===== config.mk =====
export PLATFORM = sky130hd
export DESIGN_NAME = slot_allocator_fifo_wait
export DESIGN_NICKNAME = d
export VERILOG_FILES = /design/src/rtl/slot_alloc_pkg.sv /design/src/rtl/slot_allocator_fifo_wait.sv
export SDC_FILE = /design/constraint.sdc
export NUM_CORES = 1
export LEC_CHECK = 0
export BUFFER_PORTS_ARGS = -buffer_cell sky130_fd_sc_hd__buf_2
export CORE_MARGIN = 10
export CORE_UTILIZATION = 55
export CTS_CLUSTER_SIZE = 30
export DETAILED_ROUTE_END_ITERATION = 8
export GPL_TIMING_DRIVEN = 0
export PLACE_DENSITY_LB_ADDON = 0.05
export SYNTH_ARGS = -nofsm -noshare
export SYNTH_HDL_FRONTEND = slang
export SYNTH_SLANG_ARGS = --single-unit

===== constraint.sdc =====
create_clock -name clk -period 2.65 [get_ports clk]
set_input_delay 0.1325 -clock clk [delete_from_list [all_inputs] [get_ports clk]]
set_output_delay 0.1325 -clock clk [all_outputs]
set_load 0.005 [all_outputs]

===== src/rtl/slot_alloc_pkg.sv =====
// slot_alloc_pkg: sizes, derived widths, command codes and result status codes of the slot allocator
// used by rtl/slot_allocator_fifo_wait.sv; depends on nothing
`timescale 1ns / 1ps

package slot_alloc_pkg;

  localparam int SLOTS       = 4;
  localparam int QUEUE_DEPTH = 16;
  localparam int ID_WIDTH    = 8;

  localparam int SLOT_W = (SLOTS > 1) ? $clog2(SLOTS) : 1;
  localparam int QPTR_W = $clog2(QUEUE_DEPTH);
  localparam int CNT_W  = $clog2(QUEUE_DEPTH + 1);

  localparam logic       CMD_ARRIVE  = 1'b0;
  localparam logic       CMD_RELEASE = 1'b1;

  localparam logic [2:0] STATUS_GRANTED   = 3'd0;
  localparam logic [2:0] STATUS_QUEUED    = 3'd1;
  localparam logic [2:0] STATUS_FREED     = 3'd2;
  localparam logic [2:0] STATUS_REGRANTED = 3'd3;
  localparam logic [2:0] STATUS_QFULL     = 3'd4;
  localparam logic [2:0] STATUS_BADREL    = 3'd5;

endpackage


===== src/rtl/slot_allocator_fifo_wait.sv =====
// slot_allocator_fifo_wait: slot pool with a fifo wait queue, owner and queue state in memories
// depends on slot_alloc_pkg
`timescale 1ns / 1ps

//  channel | signals                                          | direction
//  --------+--------------------------------------------------+----------
//  request | in_valid, in_stall, command, requester_id,       | in
//          | slot_index                                       |
//  result  | out_valid, out_stall, status, grant_id,          | out
//          | grant_slot, departed_id, waiting_count           |
//
// each request passes an accept cycle, which issues the owner and queue-head memory
// reads, and then the execute state, which uses the registered read data and writes back
// one request in flight at a time; in_stall is high during execute and during reset
// execute waits while a previous result is still stalled in the output register
// rst is synchronous; it clears busy bits, queue pointers, count, out_valid, and the fsm
// no clearing pass: memory read data is only used after the entry has been written

module slot_allocator_fifo_wait (
  input  logic       clk,
  input  logic       rst,
  // request channel
  input  logic       in_valid,
  output logic       in_stall,
  input  logic       command,
  input  logic [7:0] requester_id,
  input  logic [1:0] slot_index,
  // result channel
  output logic       out_valid,
  input  logic       out_stall,
  output logic [2:0] status,
  output logic [7:0] grant_id,
  output logic [1:0] grant_slot,
  output logic [7:0] departed_id,
  output logic [4:0] waiting_count
);

  localparam int SLOTS  = slot_alloc_pkg::SLOTS;
  localparam int QDEPTH = slot_alloc_pkg::QUEUE_DEPTH;
  localparam int IDW    = slot_alloc_pkg::ID_WIDTH;
  localparam int SLOT_W = slot_alloc_pkg::SLOT_W;
  localparam int QPTR_W = slot_alloc_pkg::QPTR_W;
  localparam int CNT_W  = slot_alloc_pkg::CNT_W;

  localparam logic ST_IDLE = 1'b0;
  localparam logic ST_EXEC = 1'b1;

  // state memories
  logic [IDW-1:0] owner_mem [SLOTS];
  logic [IDW-1:0] fifo_mem  [QDEPTH];

  logic [IDW-1:0] owner_rd;
  logic [IDW-1:0] fifo_rd;

  // control state
  logic              state;
  logic [SLOTS-1:0]  busy;
  logic [SLOTS-1:0]  busy_next;
  logic [QPTR_W-1:0] head;
  logic [QPTR_W-1:0] head_next;
  logic [QPTR_W-1:0] tail;
  logic [QPTR_W-1:0] tail_next;
  logic [CNT_W-1:0]  fifo_count;
  logic [CNT_W-1:0]  fifo_count_next;

  // request held for the execute cycle
  logic              cmd_q;
  logic [IDW-1:0]    id_q;
  logic [SLOT_W-1:0] slot_q;
  logic              bad_range_q;

  logic accept;
  logic out_free;
  logic exec_done;

  // lowest free slot
  logic              free_found;
  logic [SLOT_W-1:0] free_slot;

  // write-back and result
  logic              owner_we;
  logic [SLOT_W-1:0] owner_wa;
  logic [IDW-1:0]    owner_wd;
  logic              fifo_we;
  logic [2:0]        res_status;
  logic [IDW-1:0]    res_gid;
  logic [SLOT_W-1:0] res_gslot;
  logic [IDW-1:0]    res_dep;

  assign in_stall  = rst || (state != ST_IDLE);
  assign accept    = in_valid && !in_stall;
  assign out_free  = !out_valid || !out_stall;
  assign exec_done = (state == ST_EXEC) && out_free;

  always_comb begin
    free_found = 1'b0;
    free_slot  = '0;
    for (int i = SLOTS - 1; i >= 0; i--) begin
      if (!busy[i]) begin
        free_found = 1'b1;
        free_slot  = SLOT_W'(i);
      end
    end
  end

  always_comb begin
    busy_next       = busy;
    head_next       = head;
    tail_next       = tail;
    fifo_count_next = fifo_count;
    owner_we        = 1'b0;
    owner_wa        = slot_q;
    owner_wd        = id_q;
    fifo_we         = 1'b0;
    res_status      = slot_alloc_pkg::STATUS_BADREL;
    res_gid         = '0;
    res_gslot       = '0;
    res_dep         = '0;
    if (cmd_q == slot_alloc_pkg::CMD_ARRIVE) begin
      if (free_found && fifo_count == '0) begin
        // nobody waits: take the lowest free slot
        busy_next[free_slot] = 1'b1;
        owner_we   = 1'b1;
        owner_wa   = free_slot;
        owner_wd   = id_q;
        res_status = slot_alloc_pkg::STATUS_GRANTED;
        res_gid    = id_q;
        res_gslot  = free_slot;
      end else if (fifo_count < CNT_W'(QDEPTH)) begin
        fifo_we         = 1'b1;
        tail_next       = (tail == QPTR_W'(QDEPTH - 1)) ? '0 : tail + 1'b1;
        fifo_count_next = fifo_count + 1'b1;
        res_status      = slot_alloc_pkg::STATUS_QUEUED;
      end else begin
        res_status = slot_alloc_pkg::STATUS_QFULL;
      end
    end else if (!bad_range_q && busy[slot_q]) begin
      res_dep = owner_rd;
      if (fifo_count != '0) begin
        // hand the slot straight to the queue head
        head_next       = (head == QPTR_W'(QDEPTH - 1)) ? '0 : head + 1'b1;
        fifo_count_next = fifo_count - 1'b1;
        owner_we   = 1'b1;
        owner_wa   = slot_q;
        owner_wd   = fifo_rd;
        res_status = slot_alloc_pkg::STATUS_REGRANTED;
        res_gid    = fifo_rd;
        res_gslot  = slot_q;
      end else begin
        busy_next[slot_q] = 1'b0;
        res_status        = slot_alloc_pkg::STATUS_FREED;
      end
    end
  end

  // memories: reads issued at accept, writes at execute, never the same cycle
  always_ff @(posedge clk) begin
    if (accept) begin
      owner_rd <= owner_mem[SLOT_W'(slot_index)];
      fifo_rd  <= fifo_mem[head];
    end
    if (exec_done && owner_we) begin
      owner_mem[owner_wa] <= owner_wd;
    end
    if (exec_done && fifo_we) begin
      fifo_mem[tail] <= id_q;
    end
  end

  always_ff @(posedge clk) begin
    if (accept) begin
      cmd_q       <= command;
      id_q        <= requester_id[IDW-1:0];
      slot_q      <= SLOT_W'(slot_index);
      bad_range_q <= (32'(slot_index) >= SLOTS);
    end
    if (exec_done) begin
      status        <= res_status;
      grant_id      <= 8'(res_gid);
      grant_slot    <= 2'(res_gslot);
      departed_id   <= 8'(res_dep);
      waiting_count <= 5'(fifo_count_next);
    end
  end

  always_ff @(posedge clk) begin
    if (rst) begin
      state      <= ST_IDLE;
      busy       <= '0;
      head       <= '0;
      tail       <= '0;
      fifo_count <= '0;
      out_valid  <= 1'b0;
    end else begin
      unique case (state)
        ST_IDLE: begin
          if (accept) begin
            state <= ST_EXEC;
          end
        end
        ST_EXEC: begin
          if (exec_done) begin
            state <= ST_IDLE;
          end
        end
        default: begin
          state <= ST_IDLE;
        end
      endcase
      if (exec_done) begin
        busy       <= busy_next;
        head       <= head_next;
        tail       <= tail_next;
        fifo_count <= fifo_count_next;
        out_valid  <= 1'b1;
      end else if (!out_stall) begin
        out_valid <= 1'b0;
      end
    end
  end

`ifndef SYNTHESIS
  a_count_bound: assert property (@(posedge clk) disable iff (rst)
    fifo_count <= CNT_W'(QDEPTH))
    else $error("wait count above queue depth");

  a_count_shown: assert property (@(posedge clk) disable iff (rst)
    out_valid |-> (waiting_count == 5'(fifo_count)))
    else $error("result waiting count differs from queue count");

  a_regrant_busy: assert property (@(posedge clk) disable iff (rst)
    (out_valid && (status == slot_alloc_pkg::STATUS_GRANTED ||
                   status == slot_alloc_pkg::STATUS_REGRANTED))
    |-> busy[SLOT_W'(grant_slot)])
    else $error("granted slot not marked busy");

  a_grant_no_wait: assert property (@(posedge clk) disable iff (rst)
    (exec_done && res_status == slot_alloc_pkg::STATUS_GRANTED) |-> (fifo_count == '0))
    else $error("direct grant while requesters wait");
`endif

endmodule


# Yosys cells after proc, flatten, opt, wreduce, memory -nomap -nowiden
# Memory sizes are Yosys's and may differ from the RTL's. A register that Yosys moved wholly into a read port is not among the register bits.
# Index checks and enable logic that the tools add are counted.
# Widths: inputs -> output; s select.
dict set report totals {
  ff_bits 56
  latch_bits 0
  ramBits 160
  mem_bits_ro 0
  input_bits 15
  output_inout_bits 28
  wordCells 114
  n_memories 2
}
dict set report op_classes {
  n_addsub 4
  multipliers 0
  div_mod_pow 0
  order_cmp 5
  n_eq_ne 5
  shifts 0
  n_mux 59
  n_bitwise 6
  n_reduce_logical 19
}
# name words word_bits rd rd_clocked_by_memory_dff write_ports line
set memory_table {}
lappend memory_table {fifo_mem 16 8 1 1 1 slot_allocator_fifo_wait.sv:50} ;# logic [IDW-1:0] fifo_mem [QDEPTH];
lappend memory_table {owner_mem 4 8 1 1 1 slot_allocator_fifo_wait.sv:49} ;# logic [IDW-1:0] owner_mem [SLOTS];
# cell count
set ops {}
lappend ops {{$mux 8} 7}
lappend ops {{$mux 5} 5}
lappend ops {{$mux 4} 6}
lappend ops {{$mux 1} 23}
lappend ops {{$mux 2} 10}
lappend ops {{$mux 3} 4}
lappend ops {{$reduce_and 4->1} 3}
lappend ops {{$add 4x1->4 const B} 2}
lappend ops {{$eq 4x4->1 const B} 2}
lappend ops {{$logic_and 1x1->1} 7}
lappend ops {{$lt 2x3->1 const B} 2}
lappend ops {{$add 5x1->5 const B} 1}
lappend ops {{$logic_not 5->1} 1}
lappend ops {{$lt 5x5->1 const B} 1}
lappend ops {{$reduce_bool 5->1} 1}
lappend ops {{$sub 5x1->5 const B} 1}
lappend ops {{$and 4x4->4} 1}
lappend ops {{$demux 1 s2} 2}
lappend ops {{$ge 2x1->1 const B} 2}
lappend ops {{$ne 2x1->1 const B} 2}
lappend ops {{$not 4->4} 1}
lappend ops {{$or 4x4->4} 1}
lappend ops {{$logic_not 1->1} 3}
lappend ops {{$not 1->1} 3}
lappend ops {{6 further kinds} 7}

# Logic depth before layout (Yosys ltp)
# Gate-level depths: netlist of run 1.
dict set report logic_depth {
  depth_word 11
  depth_mapped 9
  mapped_depth_nobuf 6
}

# Worst setup path before layout of run 1
# OpenSTA, ideal clock, no wires.
dict set report synth_path {
  path_type {reg-to-reg}
  startpoint {register state}
  endpoint {memory fifo_mem[3][0] (netlist name) (enable)}
  setup_time_ps 395
  arrival_ps 2391
  required_time_ps 2255
  slack_ps -136
  stages_incl_launch_ff 6
  n_path_buf 1
  period_less_slack_ps 2786
  path_cell_list {dfxtp_1 a21bo_2 buf_6 clkinv_1 o211ai_1 nor4_1}
}
dict set report synth_via {
  elab_chain_cells 4
}
# item line
set synth_rtl {}
lappend synth_rtl {{start: declaration} slot_allocator_fifo_wait.sv:56} ;# logic state;
lappend synth_rtl {{start signal: assignment} slot_allocator_fifo_wait.sv:188} ;# state <= ST_IDLE;
lappend synth_rtl {{start signal: assignment} slot_allocator_fifo_wait.sv:198} ;# state <= ST_EXEC;
lappend synth_rtl {{start signal: assignment} slot_allocator_fifo_wait.sv:203} ;# state <= ST_IDLE;
lappend synth_rtl {{$logic_and 1x1->1} slot_allocator_fifo_wait.sv:93} ;# assign exec_done = (state == ST_EXEC) && out_free;
lappend synth_rtl {{named net exec_done} slot_allocator_fifo_wait.sv:74} ;# logic exec_done;
lappend synth_rtl {{$logic_and 1x1->1} slot_allocator_fifo_wait.sv:165} ;# if (exec_done && fifo_we) begin
lappend synth_rtl {{$mux 1} slot_allocator_fifo_wait.sv:165}
lappend synth_rtl {{$mux 1 (implied by the code)} slot_allocator_fifo_wait.sv:166} ;# fifo_mem[tail] <= id_q;
lappend synth_rtl {{end: declaration} slot_allocator_fifo_wait.sv:50}
# The timed path passes the listed nets, and every way through them passes these cells.

# Worst setup path after layout of run 1
dict set report layout_path {
  startpoint {register fifo_count[1]}
  endpoint {memory owner_mem[0][1] (netlist name) (enable)}
}
dict set report layout_via {
  elab_chain_cells 7
  word_cells_on_any_way 12
  classes_between {mux (8); reduce/logical (4)}
}
# item line
set layout_rtl {}
lappend layout_rtl {{start: declaration} slot_allocator_fifo_wait.sv:63} ;# logic [CNT_W-1:0] fifo_count;
lappend layout_rtl {{start signal: assignment} slot_allocator_fifo_wait.sv:214} ;# fifo_count <= fifo_count_next;
lappend layout_rtl {{$reduce_bool 5->1 or $logic_not 5->1 (tied branches)} {slot_allocator_fifo_wait.sv:139, slot_allocator_fifo_wait.sv:120}}
lappend layout_rtl {{$mux 1 or $logic_and 1x1->1 (tied branches)} {slot_allocator_fifo_wait.sv:139, slot_allocator_fifo_wait.sv:120}}
lappend layout_rtl {{$mux 1, on equally long branches} {slot_allocator_fifo_wait.sv:137, slot_allocator_fifo_wait.sv:120}}
lappend layout_rtl {{$mux 1} slot_allocator_fifo_wait.sv:119} ;# if (cmd_q == slot_alloc_pkg::CMD_ARRIVE) begin
lappend layout_rtl {{$logic_and 1x1->1} slot_allocator_fifo_wait.sv:162} ;# if (exec_done && owner_we) begin
lappend layout_rtl {{$mux 1} slot_allocator_fifo_wait.sv:162}
lappend layout_rtl {{$mux 1 (implied by the code)} slot_allocator_fifo_wait.sv:163} ;# owner_mem[owner_wa] <= owner_wd;
lappend layout_rtl {{end: declaration} slot_allocator_fifo_wait.sv:49}
# Several ways; a longest one is shown, not always the timed one.

==> results of run 1 <==
[stage by stage]
step | TNS [ns] | std cells | util [%] | cell area (µm²) | setup WS [ns]
after floorplan | 0 | 559 | - | 9470 | 0.0224
after global routing | 0 | 888 | 66.2 | 11100 | 0.00146
after CTS | 0 | 885 | 65.7 | 11000 | 0.00679
after detailed placement | -87.83 | 821 | 59.7 | 9970 | -0.851
final | 0 | 888 | 66.2 | 11100 | 0.120
after global placement | -90.85 | 821 | 59.6 | 9960 | -0.802
[worst max-delay path: stages, from the launching register on]
cell     delay [ns]
dfxtp_1        0.35
inv_1          0.14
ha_2           0.27
or4b_4         0.48
buf_6          0.16
nor3_4         0.24
mux2i_2        0.27
nor2b_4        0.20
buf_12         0.14
[cell families (layout without fill, tap and decap cells)]
logic type	count (synthesis)	after routing
xor gates and xnor gates	1	1
DFF	232	232
adders and majority gates	7	7
buffers and inverters	47	156
and+or+nand+nor	111	111
AOI/OAI and AO/OA	88	88
muxes	73	73
[power groups by stage]
stage	combinational, mW	clock (mW)	sequential, mW
after CTS	0.176	3.14	4.06
final	0.177	3.10	4.06
after floorplan	0.0871	0	4.13
after global routing	0.193	3.31	4.07
after global placement	0.147	0	4.14
after detailed placement	0.151	0	4.14
[what timing repair did]
item,in CTS,in global routing
setup endpoints to repair,170,156
setup buffers,6,3
pin swaps,3,2
endpoints found under the hold margin,14,0
hold buffers,15,0
resized for setup,18,11
[sequential cells by signal, summed over array words and instances, names as in the netlist, 3 cells and up]
name           flops
grant_id           8
departed_id        8
status             3
owner_mem         32
head               4
fifo_count         5
tail               4
waiting_count      5
fifo_rd            8
owner_rd           8
id_q               8
busy               4
fifo_mem         128
[placed cells by master, fill, tap and decap left out, types with 6 or more instances in the layout]
cell type / synthesis / routed
clkinv_1: 1 / 6
mux2i_1: 39 / 38
inv_1: 11 / 11
clkbuf_16: 0 / 24
a22oi_1: 9 / 9
a221oi_1: 16 / 16
and3_1: 14 / 11
ha_1: 7 / 6
buf_6: 8 / 8
nand3_1: 6 / 6
edfxtp_1: 213 / 213
dlygate4sd3_1: 0 / 15
clkbuf_1: 15 / 18
nor2_1: 16 / 11
clkinv_2: 0 / 6
dfxtp_1: 19 / 18
nor3_1: 9 / 7
a21oi_1: 14 / 14
buf_2: 11 / 53
o21ai_0: 13 / 13
mux4_2: 25 / 25
a22o_1: 9 / 9
mux2_2: 9 / 9
nand2_1: 25 / 25
[worst max-delay path by stage]
stage,from,end,slack [ns],depth (start not counted)
4_1_cts,state,fifo_mem[3][1],0.007,7
2_1_floorplan,fifo_count[0],fifo_mem[11][0],0.02,8
3_5_place_dp,fifo_count[0],fifo_mem[11][2],-0.85,8
5_1_grt,fifo_count[1],owner_mem[0][1],0.001,8
3_3_place_gp,fifo_count[0],fifo_mem[11][1],-0.80,8
6_report,fifo_count[1],owner_mem[0][1],0.12,8
[final cells by class]
| type | instances | area share, % |
|---|---|---|
| Buffer | 34 | 1.83 |
| Clock buffer | 29 | 5.60 |
| Clock inverter | 15 | 0.962 |
| Inverter | 12 | 0.430 |
| Multi-Input combinational cell | 280 | 23.0 |
| Sequential cell | 232 | 61.3 |
| Tap cell | 220 | 2.49 |
| Timing Repair Buffer | 66 | 4.32 |
[routing by layer]
layer	routed length, µm	vias up	GRT usage, %
met5	0	-	0
met4	509	0	5.97
met3	1240	39	2.98
met2	9670	188	29.2
met1	8370	2668	22.5
li1	-	2436	-
==> flow_summary.toml, run 1 <==
[power_and_ir_drop]
switching_share_pct = 20.1
power_mw = 7.34
p_leak_nw = 3.67
clockPowerShare_pct = 42.3
p_seq_share_pct = 55.3
powerDensity_mw_per_mm2 = 664
p_switching_mw = 1.48
pwr-share-comb_pct = 2.4
irDropWorstVdd_mv = 0.585
p_int_mw = 5.87

[floorplan]
ios = 43
core-area_mm2 = 0.0167
start_util_pct = 56.7
dieArea_mm2 = 0.0229
die_x_um = 151
fp.dieH_um = 151
rows = 47

[cells_and_area]
num_antenna_cells = 0
nNetsFinal = 672
multiInputGateArea_mm2 = 0.00254
fill_cells = 1190
synthToLayoutAreaGrowth_pct = 16.8
layout-drive-gt1-share_pct = 25.4
regArea_mm2 = 0.00678

[clock_network]
clock-root-buffer = "clkbuf_16"
clock-sinks = 232
insertion_delay_ns = 0.52
cts_tree = "built"
clockBufferDepth = 3
cts_buffers = 24
htreeDepth = 1
cts.reportedPaths.clkPinSlew_ns = 0.06

[global_routing]
antenna_found_initial = 0
grt_pass1_vias = 5289
grt_pass1_wl_um = 30500
grt_max_degree = 36
grt_use_total_pct = 17.4
globalRouteOverflowTotal = 0

[sta]
fmax_mhz = 395
drv_slew = 0
hold_violations = 0
rsz0062_at_grt = "no"
whs_ns = 0.316
finalSetupViolations = 0
slew_headroom_pct = 36.7
timing.final.crit_share_pct = 95.5
fin_skew_ns = 0.0130
layout_min_cycle_time_ns = 2.53
worstMarginPinSlew_ns = 0.947

[yosys]
ys_seq_area_share_pct = 71.6
synth_edf_count = 213
synthMuxAreaShare_pct = 11.1
synth_cell_types = 60
yosys-top-cells-area = "edfxtp_1 68%, mux4_2 5.9%, mux2i_1 4.1%"
synth_compound_area_share_pct = 6.95
synth-main-ff-cell = "edfxtp_1"
synth_fa_ha_area_share_pct = 0.925
ys_ff_latch = 232
syn_nets = 581
ys_warn_count = 0
synthArstFlopShare_pct = 0
syn_area_per_cell_um2 = 16.9
yosysMostFrequentCell = "edfxtp_1"
synth_xor_area_share_pct = 0.0925
synth_top_cell_area_share_pct = 67.6
synthCells = 559
yosys.area_share.simple_pct = 6.64
yosys-top-cells-count = "213 x edfxtp_1, 39 x mux2i_1, 25 x mux4_2, 25 x nand2_1, 19 x dfxtp_1"
synth_area_leader_cell = "edfxtp_1"
netlist_area_mm2 = 0.00946
synth_top_family_by_area = "multiplexers"

[placed_design]
dp_hpwl_um = 13000
place_congestion = 0.904
portBuffers = 42

[worst_setup_path]
r2r.worst_path.cells = 8
crit_path_end_kind = "flip-flop"
cp-start-kind = "flip-flop"
r2r-end = "owner_mem[0][1]"
critPathMaxFanout = 10
path_class = "flip-flop to flip-flop"
reg2reg_slack_ns = 0.12
crit_arrival_ns = 2.77
r2r-start = "fifo_count[1]"
cp_data_required_time_ns = 2.89

[drt]
drt_iter0_markers = 343
wl_um = 19800
firstDrtPassIters = 5
num_vias = 5331
drc_errors = 0
wl_per_cell_um = 22.3
routed_via_density = 6.00
postRouteAntennaNets = 0

[hold_path]
holdPathStages = 2
holdCritStartpoint = "requester_id[5]"
hold_path.class = "input port to flip-flop"
holdPathEnd = "id_q[5]"

[outcome]
run_status = "finished clean"

[run]
timing.max_cap.violations = 0
Power figures use the tool's default switching activity.
==> run 2: changes to the inputs <==
--- a/config.mk
+++ b/config.mk
@@ -8,6 +8,7 @@
 export BUFFER_PORTS_ARGS = -buffer_cell sky130_fd_sc_hd__buf_2
 export CORE_MARGIN = 10
 export CORE_UTILIZATION = 55
+export CTS_BUF_LIST = sky130_fd_sc_hd__clkbuf_8
 export CTS_CLUSTER_SIZE = 30
 export DETAILED_ROUTE_END_ITERATION = 8
 export GPL_TIMING_DRIVEN = 0
==> run 2 against run 1 <==
Combinational power about the same. Sequential share of layout area increased by 0.48 points. Sequential power about the same. Die area unchanged. Cell count increased by 2.4%. Clock power decreased by 15%. Critical path type unchanged. Routed wire length decreased by 0.51%. Core utilization decreased by 0.51 points. Global-route usage increased by 0.35 points. Via count increased by 0.51%. Critical endpoint unchanged.
==> flow_summary.toml, run 2 (same netlist as run 1, synthesis figures left out) <==
[cells_and_area]
layout_common_cells = "213 x edfxtp_1, 53 x buf_2, 39 x clkbuf_8"
nNetsFinal = 685
num_antenna_cells = 0
regArea_mm2 = 0.00678
mostFrequentLayoutCell = "edfxtp_1"
largest_register_ffs = 128
layout-drive-gt1-share_pct = 25.8
reg_top3 = "fifo_mem x128, owner_mem x32"
finalNonFillerCells = 909
multiInputGateArea_mm2 = 0.00254
synthToLayoutAreaGrowth_pct = 15.9
fill_cells = 1197
postLayoutCoreUtil_pct = 65.7
top_register = "fifo_mem"

[placed_design]
place_congestion = 0.904
dp_hpwl_um = 13000
portBuffers = 42
dp.cells = 821

[drt]
wl_per_cell_um = 21.7
drt_iter0_markers = 358
num_vias = 5358
wl_um = 19700
postRouteAntennaNets = 0
firstDrtPassIters = 5
drc_errors = 0
routed_via_density = 5.89

[power_and_ir_drop]
p_int_mw = 5.46
pwr-share-comb_pct = 2.6
irDropWorstVdd_mv = 0.395
powerDensity_mw_per_mm2 = 629
p_leak_nw = 3.71
switching_share_pct = 20.8
p_switching_mw = 1.43
p_seq_share_pct = 59.0
clockPowerShare_pct = 38.5

[hold_path]
holdPathEnd = "id_q[5]"
holdCritStartpoint = "requester_id[5]"
holdPathStages = 2
hold_path.class = "input port to flip-flop"

[sta]
timing.final.crit_share_pct = 95.9
worstMarginPinSlew_ns = 0.916
hold_violations = 0
finalSetupViolations = 0
slew_headroom_pct = 38.8
rsz0062_at_grt = "no"
drv_slew = 0
layout_min_cycle_time_ns = 2.54
fmax_mhz = 393
fin_skew_ns = 0.0161

[global_routing]
globalRouteOverflowTotal = 0
antenna_found_initial = 0
grt_use_total_pct = 17.8
grt_pass1_wl_um = 30800
grt_max_degree = 36
grt_pass1_vias = 5439

[floorplan]
ios = 43
die_x_um = 151
dieArea_mm2 = 0.0229
core-area_mm2 = 0.0167
start_util_pct = 56.7
rows = 47
fp.dieH_um = 151

[worst_setup_path]
startpoint = "fifo_count[1]"
r2r-end = "owner_mem[0][1]"
r2r.worst_path.cells = 8
r2r-start = "fifo_count[1]"
crit_arrival_ns = 2.77
cp-start-kind = "flip-flop"
critPathMaxFanout = 10
crit_path_end_kind = "flip-flop"
cp_data_required_time_ns = 2.88
reg2reg_slack_ns = 0.11
path_class = "flip-flop to flip-flop"
crit_slowest_cell = "or4b_4"
critPathMaxStageDelay_ns = 0.48
path_cells = "inv_1 > ha_2 > or4b_4 > buf_6 > nor3_4 > mux2i_2 > nor2b_4 > buf_12"

[run]
timing.max_cap.violations = 0

[clock_network]
insertion_delay_ns = 0.52
cts.reportedPaths.clkPinSlew_ns = 0.06
htreeDepth = 2
cts_buffers = 37
cts_tree = "built"
clock-sinks = 232
clock-root-buffer = "clkbuf_8"
clockBufferDepth = 3

[outcome]
run_status = "finished clean"
## run 2: how the worst max path moves through the flow
stage | slack, ns | to | cells past startpoint
after CTS | 0.00008 | fifo_mem[7][4] | 7
after floorplan | 0.02 | fifo_mem[11][0] | 8
after global routing | 0.009 | owner_mem[1][0] | 7
after global placement | -0.80 | fifo_mem[11][1] | 8
after detailed placement | -0.85 | fifo_mem[11][2] | 8
final | 0.11 | owner_mem[0][1] | 8
## run 2: power groups by stage
stage	combinational, mW	clock (mW)	sequential, mW
final	0.176	2.65	4.06
after global routing	0.193	2.90	4.07
after CTS	0.176	2.73	4.07
after detailed placement	0.151	0	4.14
after global placement	0.147	0	4.14
after floorplan	0.0871	0	4.13
## run 2: per-stage QoR
step | instance area (µm²) | worst slack (ns) | total power, mW | setup TNS [ns] | hold slack [ns]
after floorplan | 9470 | 0.0224 | 4.21 | 0 | 0.231
after global placement | 9960 | -0.802 | 4.29 | -90.85 | 0.309
after detailed placement | 9970 | -0.851 | 4.29 | -87.83 | 0.311
after CTS | 10900 | 0.0000757 | 6.97 | 0 | 0.284
after global routing | 11000 | 0.00946 | 7.16 | 0 | 0.306
final | 11000 | 0.108 | 6.89 | 0 | 0.324
## run 2: cell type report
class | count | share of cell area (%)
plain buffers | 34 | 1.85
clock inverters | 26 | 0.947
flip-flops and latches | 232 | 61.8
inverters | 12 | 0.434
clock buffers | 39 | 4.89
multi-input cells | 280 | 23.2
repair buffers | 66 | 4.36
well taps | 220 | 2.51
## run 2: critical path: cells and delay by family, from the launching register on
family,cells,cell delay [ns]
mux,1,0.26
flops,1,0.36
simple gates,3,0.92
buf+inv,3,0.44
fa+ha+maj,1,0.26
## run 2: layer usage
metal | global-route usage (%) | part of all wire, % | vias up
met1 | 22.8 | 43 | 2669
li1 | - | - | 2461
met5 | 0 | 0 | -
met4 | 7.03 | 2.8 | 0
met2 | 29.4 | 49 | 184
met3 | 3.40 | 5.9 | 44
## run 2: what timing repair did
item | 4_1_cts | 5_1_grt
endpoints found under the setup margin | 170 | 164
pin swaps | 3 | 3
hold endpoints to repair | 17 | 0
hold buffers | 15 | 0
setup buffers | 6 | 3
gates resized for setup | 17 | 12
==> run 3: changes to the inputs <==
--- a/config.mk
+++ b/config.mk
@@ -7,7 +7,7 @@
 export LEC_CHECK = 0
 export BUFFER_PORTS_ARGS = -buffer_cell sky130_fd_sc_hd__buf_2
 export CORE_MARGIN = 10
-export CORE_UTILIZATION = 55
+export CORE_UTILIZATION = 50
 export CTS_BUF_LIST = sky130_fd_sc_hd__clkbuf_8
 export CTS_CLUSTER_SIZE = 30
 export DETAILED_ROUTE_END_ITERATION = 8
==> constraint.sdc (replaced) <==
create_clock -name clk -period 2.65 [get_ports clk]
set_input_delay 0.265 -clock clk [delete_from_list [all_inputs] [get_ports clk]]
set_output_delay 0.265 -clock clk [all_outputs]
set_load 0.005 [all_outputs]
==> run 3 against run 2 <==
Core utilization is 6.0 points lower. Clock power is 18% higher. Clock-buffer cell count is 2 higher. Combinational power hardly changed. Sequential power hardly changed. Clock skew is 0.0061 ns higher. Die area is 8.7% higher. Via count is 0.35% lower. Routed wire length is 3.3% higher. Largest cell class unchanged. Cell count is 1.8% higher. Critical path depth stayed put.
==> flow_summary.toml, run 3 (same netlist as run 1, synthesis figures left out) <==
[floorplan]
ios = 43
fp.dieH_um = 158
rows = 50
start_util_pct = 50.8
core-area_mm2 = 0.0186
die_x_um = 158
dieArea_mm2 = 0.0248

[cells_and_area]
fill_cells = 1446
top_register = "fifo_mem"
layout_common_cells = "213 x edfxtp_1, 53 x buf_2, 41 x clkbuf_8"
postLayoutCoreUtil_pct = 59.6
mostFrequentLayoutCell = "edfxtp_1"
num_antenna_cells = 0
synthToLayoutAreaGrowth_pct = 17.5
reg_top3 = "fifo_mem x128, owner_mem x32"
nNetsFinal = 686
largest_register_ffs = 128
layout-drive-gt1-share_pct = 27.6

[placed_design]
place_congestion = 0.855
dp_hpwl_um = 13000
pre_cts_ws_ns = -0.929
portBuffers = 42

[worst_setup_path]
path_class = "flip-flop to flip-flop"
cp.buffers_inverters = 3
cpLargestDelayFamily = "simple AND/OR/NAND/NOR gates"
crit_arrival_ns = 2.77
cp-start-kind = "flip-flop"
critPathMaxStageDelay_ns = 0.46
cp_data_required_time_ns = 2.88
critPathMaxFanout = 10
path_cells = "inv_1 > ha_4 > or4b_4 > buf_6 > nor3_4 > mux2i_2 > nor2b_4 > buf_12"
crit_path_end_kind = "flip-flop"
crit_slowest_cell = "or4b_4"

[sta]
timing.final.crit_share_pct = 95.8
finalSetupViolations = 0
fin_ws_ns = 0.112
fin_skew_ns = 0.0222
whs_ns = 0.123
layout_min_cycle_time_ns = 2.54
worstMarginPinSlew_ns = 0.858
fin_setup_tns_ns = 0
fmax_mhz = 394
drv_slew = 0
hold_violations = 0
slew_headroom_pct = 42.7
rsz0062_at_grt = "no"

[drt]
routed_via_density = 5.77
num_vias = 5339
drt_iter0_markers = 316
wl_per_cell_um = 22.0
firstDrtPassIters = 4
drc_errors = 0
postRouteAntennaNets = 0
wl_um = 20300

[power_and_ir_drop]
powerDensity_mw_per_mm2 = 662
p_leak_nw = 3.74
irDropWorstVdd_mv = 0.449

[clock_network]
clock-root-buffer = "clkbuf_8"
cts_buffers = 39
clockBufferDepth = 3
cts.reportedPaths.clkPinSlew_ns = 0.06
clock-sinks = 232
insertion_delay_ns = 0.53
cts_tree = "built"
htreeDepth = 2

[global_routing]
antenna_found_initial = 0
grt_max_degree = 36
globalRouteOverflowTotal = 0
grt_use_total_pct = 16.5
grt_pass1_vias = 5354
grt_pass1_wl_um = 30900

[run]
timing.max_cap.violations = 0

[outcome]
run_status = "finished clean"

[hold_path]
hold_path.class = "input port to flip-flop"
[run 3: cell count changes in the layout (fill, tap and decap cells not counted), sizes merged]
cell and delta:
buf +1, bufinv +3, clkbuf +2, clkinv +8, dlygate4sd3 -2, inv -10
[run 3: report_power, final]
| group | leakage [nW] | internal [mW] | switching, mW |
|---|---|---|---|
| Combinational | 1.22 | 0.0797 | 0.0960 |
| Clock | 0.423 | 1.73 | 1.39 |
| Sequential | 2.10 | 4.03 | 0.0379 |
[run 3: worst reg2reg max path, stage by stage, from the launching register on]
cell     delay [ns]
dfxtp_1        0.37
inv_1          0.17
ha_4           0.19
or4b_4         0.46
buf_6          0.16
nor3_4         0.25
mux2i_2        0.28
nor2b_4        0.22
buf_12         0.14
[run 3: metal layers]
| layer | track usage, % | routed length [µm] | vias to the layer above |
|---|---|---|---|
| li1 | - | - | 2462 |
| met1 | 20.9 | 8730 | 2691 |
| met2 | 27.6 | 10000 | 156 |
| met3 | 3.28 | 1200 | 30 |
| met4 | 6.32 | 361 | 0 |
| met5 | 0 | 0 | - |
[run 3: metrics by stage]
| step | cells | area, µm² | power, mW |
|---|---|---|---|
| 2_1_floorplan | 559 | 9470 | 4.21 |
| 3_3_place_gp | 835 | 9980 | 4.29 |
| 3_5_place_dp | 835 | 9990 | 4.29 |
| 4_1_cts | 926 | 11100 | 7.44 |
| 5_1_grt | 925 | 11100 | 7.63 |
| 6_report | 925 | 11100 | 7.36 |
[run 3: what timing repair did]
item | 4_1_cts | 5_1_grt
endpoints found under the setup margin | 170 | 155
gates resized for setup | 22 | 10
setup buffers | 10 | 0
hold buffers | 13 | 0
hold endpoints to repair | 13 | 0
cloned | 0 | 0
pin swaps | 5 | 0
[run 3: path summary, 6_finish.rpt]
check	startpoint	end	slack, ns	cells after the start
max	fifo_count[1]	owner_mem[0][1]	0.11	8
min reg2reg	out_valid	state	0.51	2
max reg2reg	fifo_count[1]	owner_mem[0][1]	0.11	8
min	rst	busy[3]	0.12	3
[run 3: area by class of cell]
type,instances,area (µm²),area share (%)
inverters,12,47.5,0.428
multi-input cells,280,2560,23.0
clock buffers,41,564,5.08
well taps,234,293,2.63
clock inverters,27,195,1.76
plain buffers,34,203,1.82
flip-flops and latches,232,6780,61.0
repair buffers,65,478,4.30
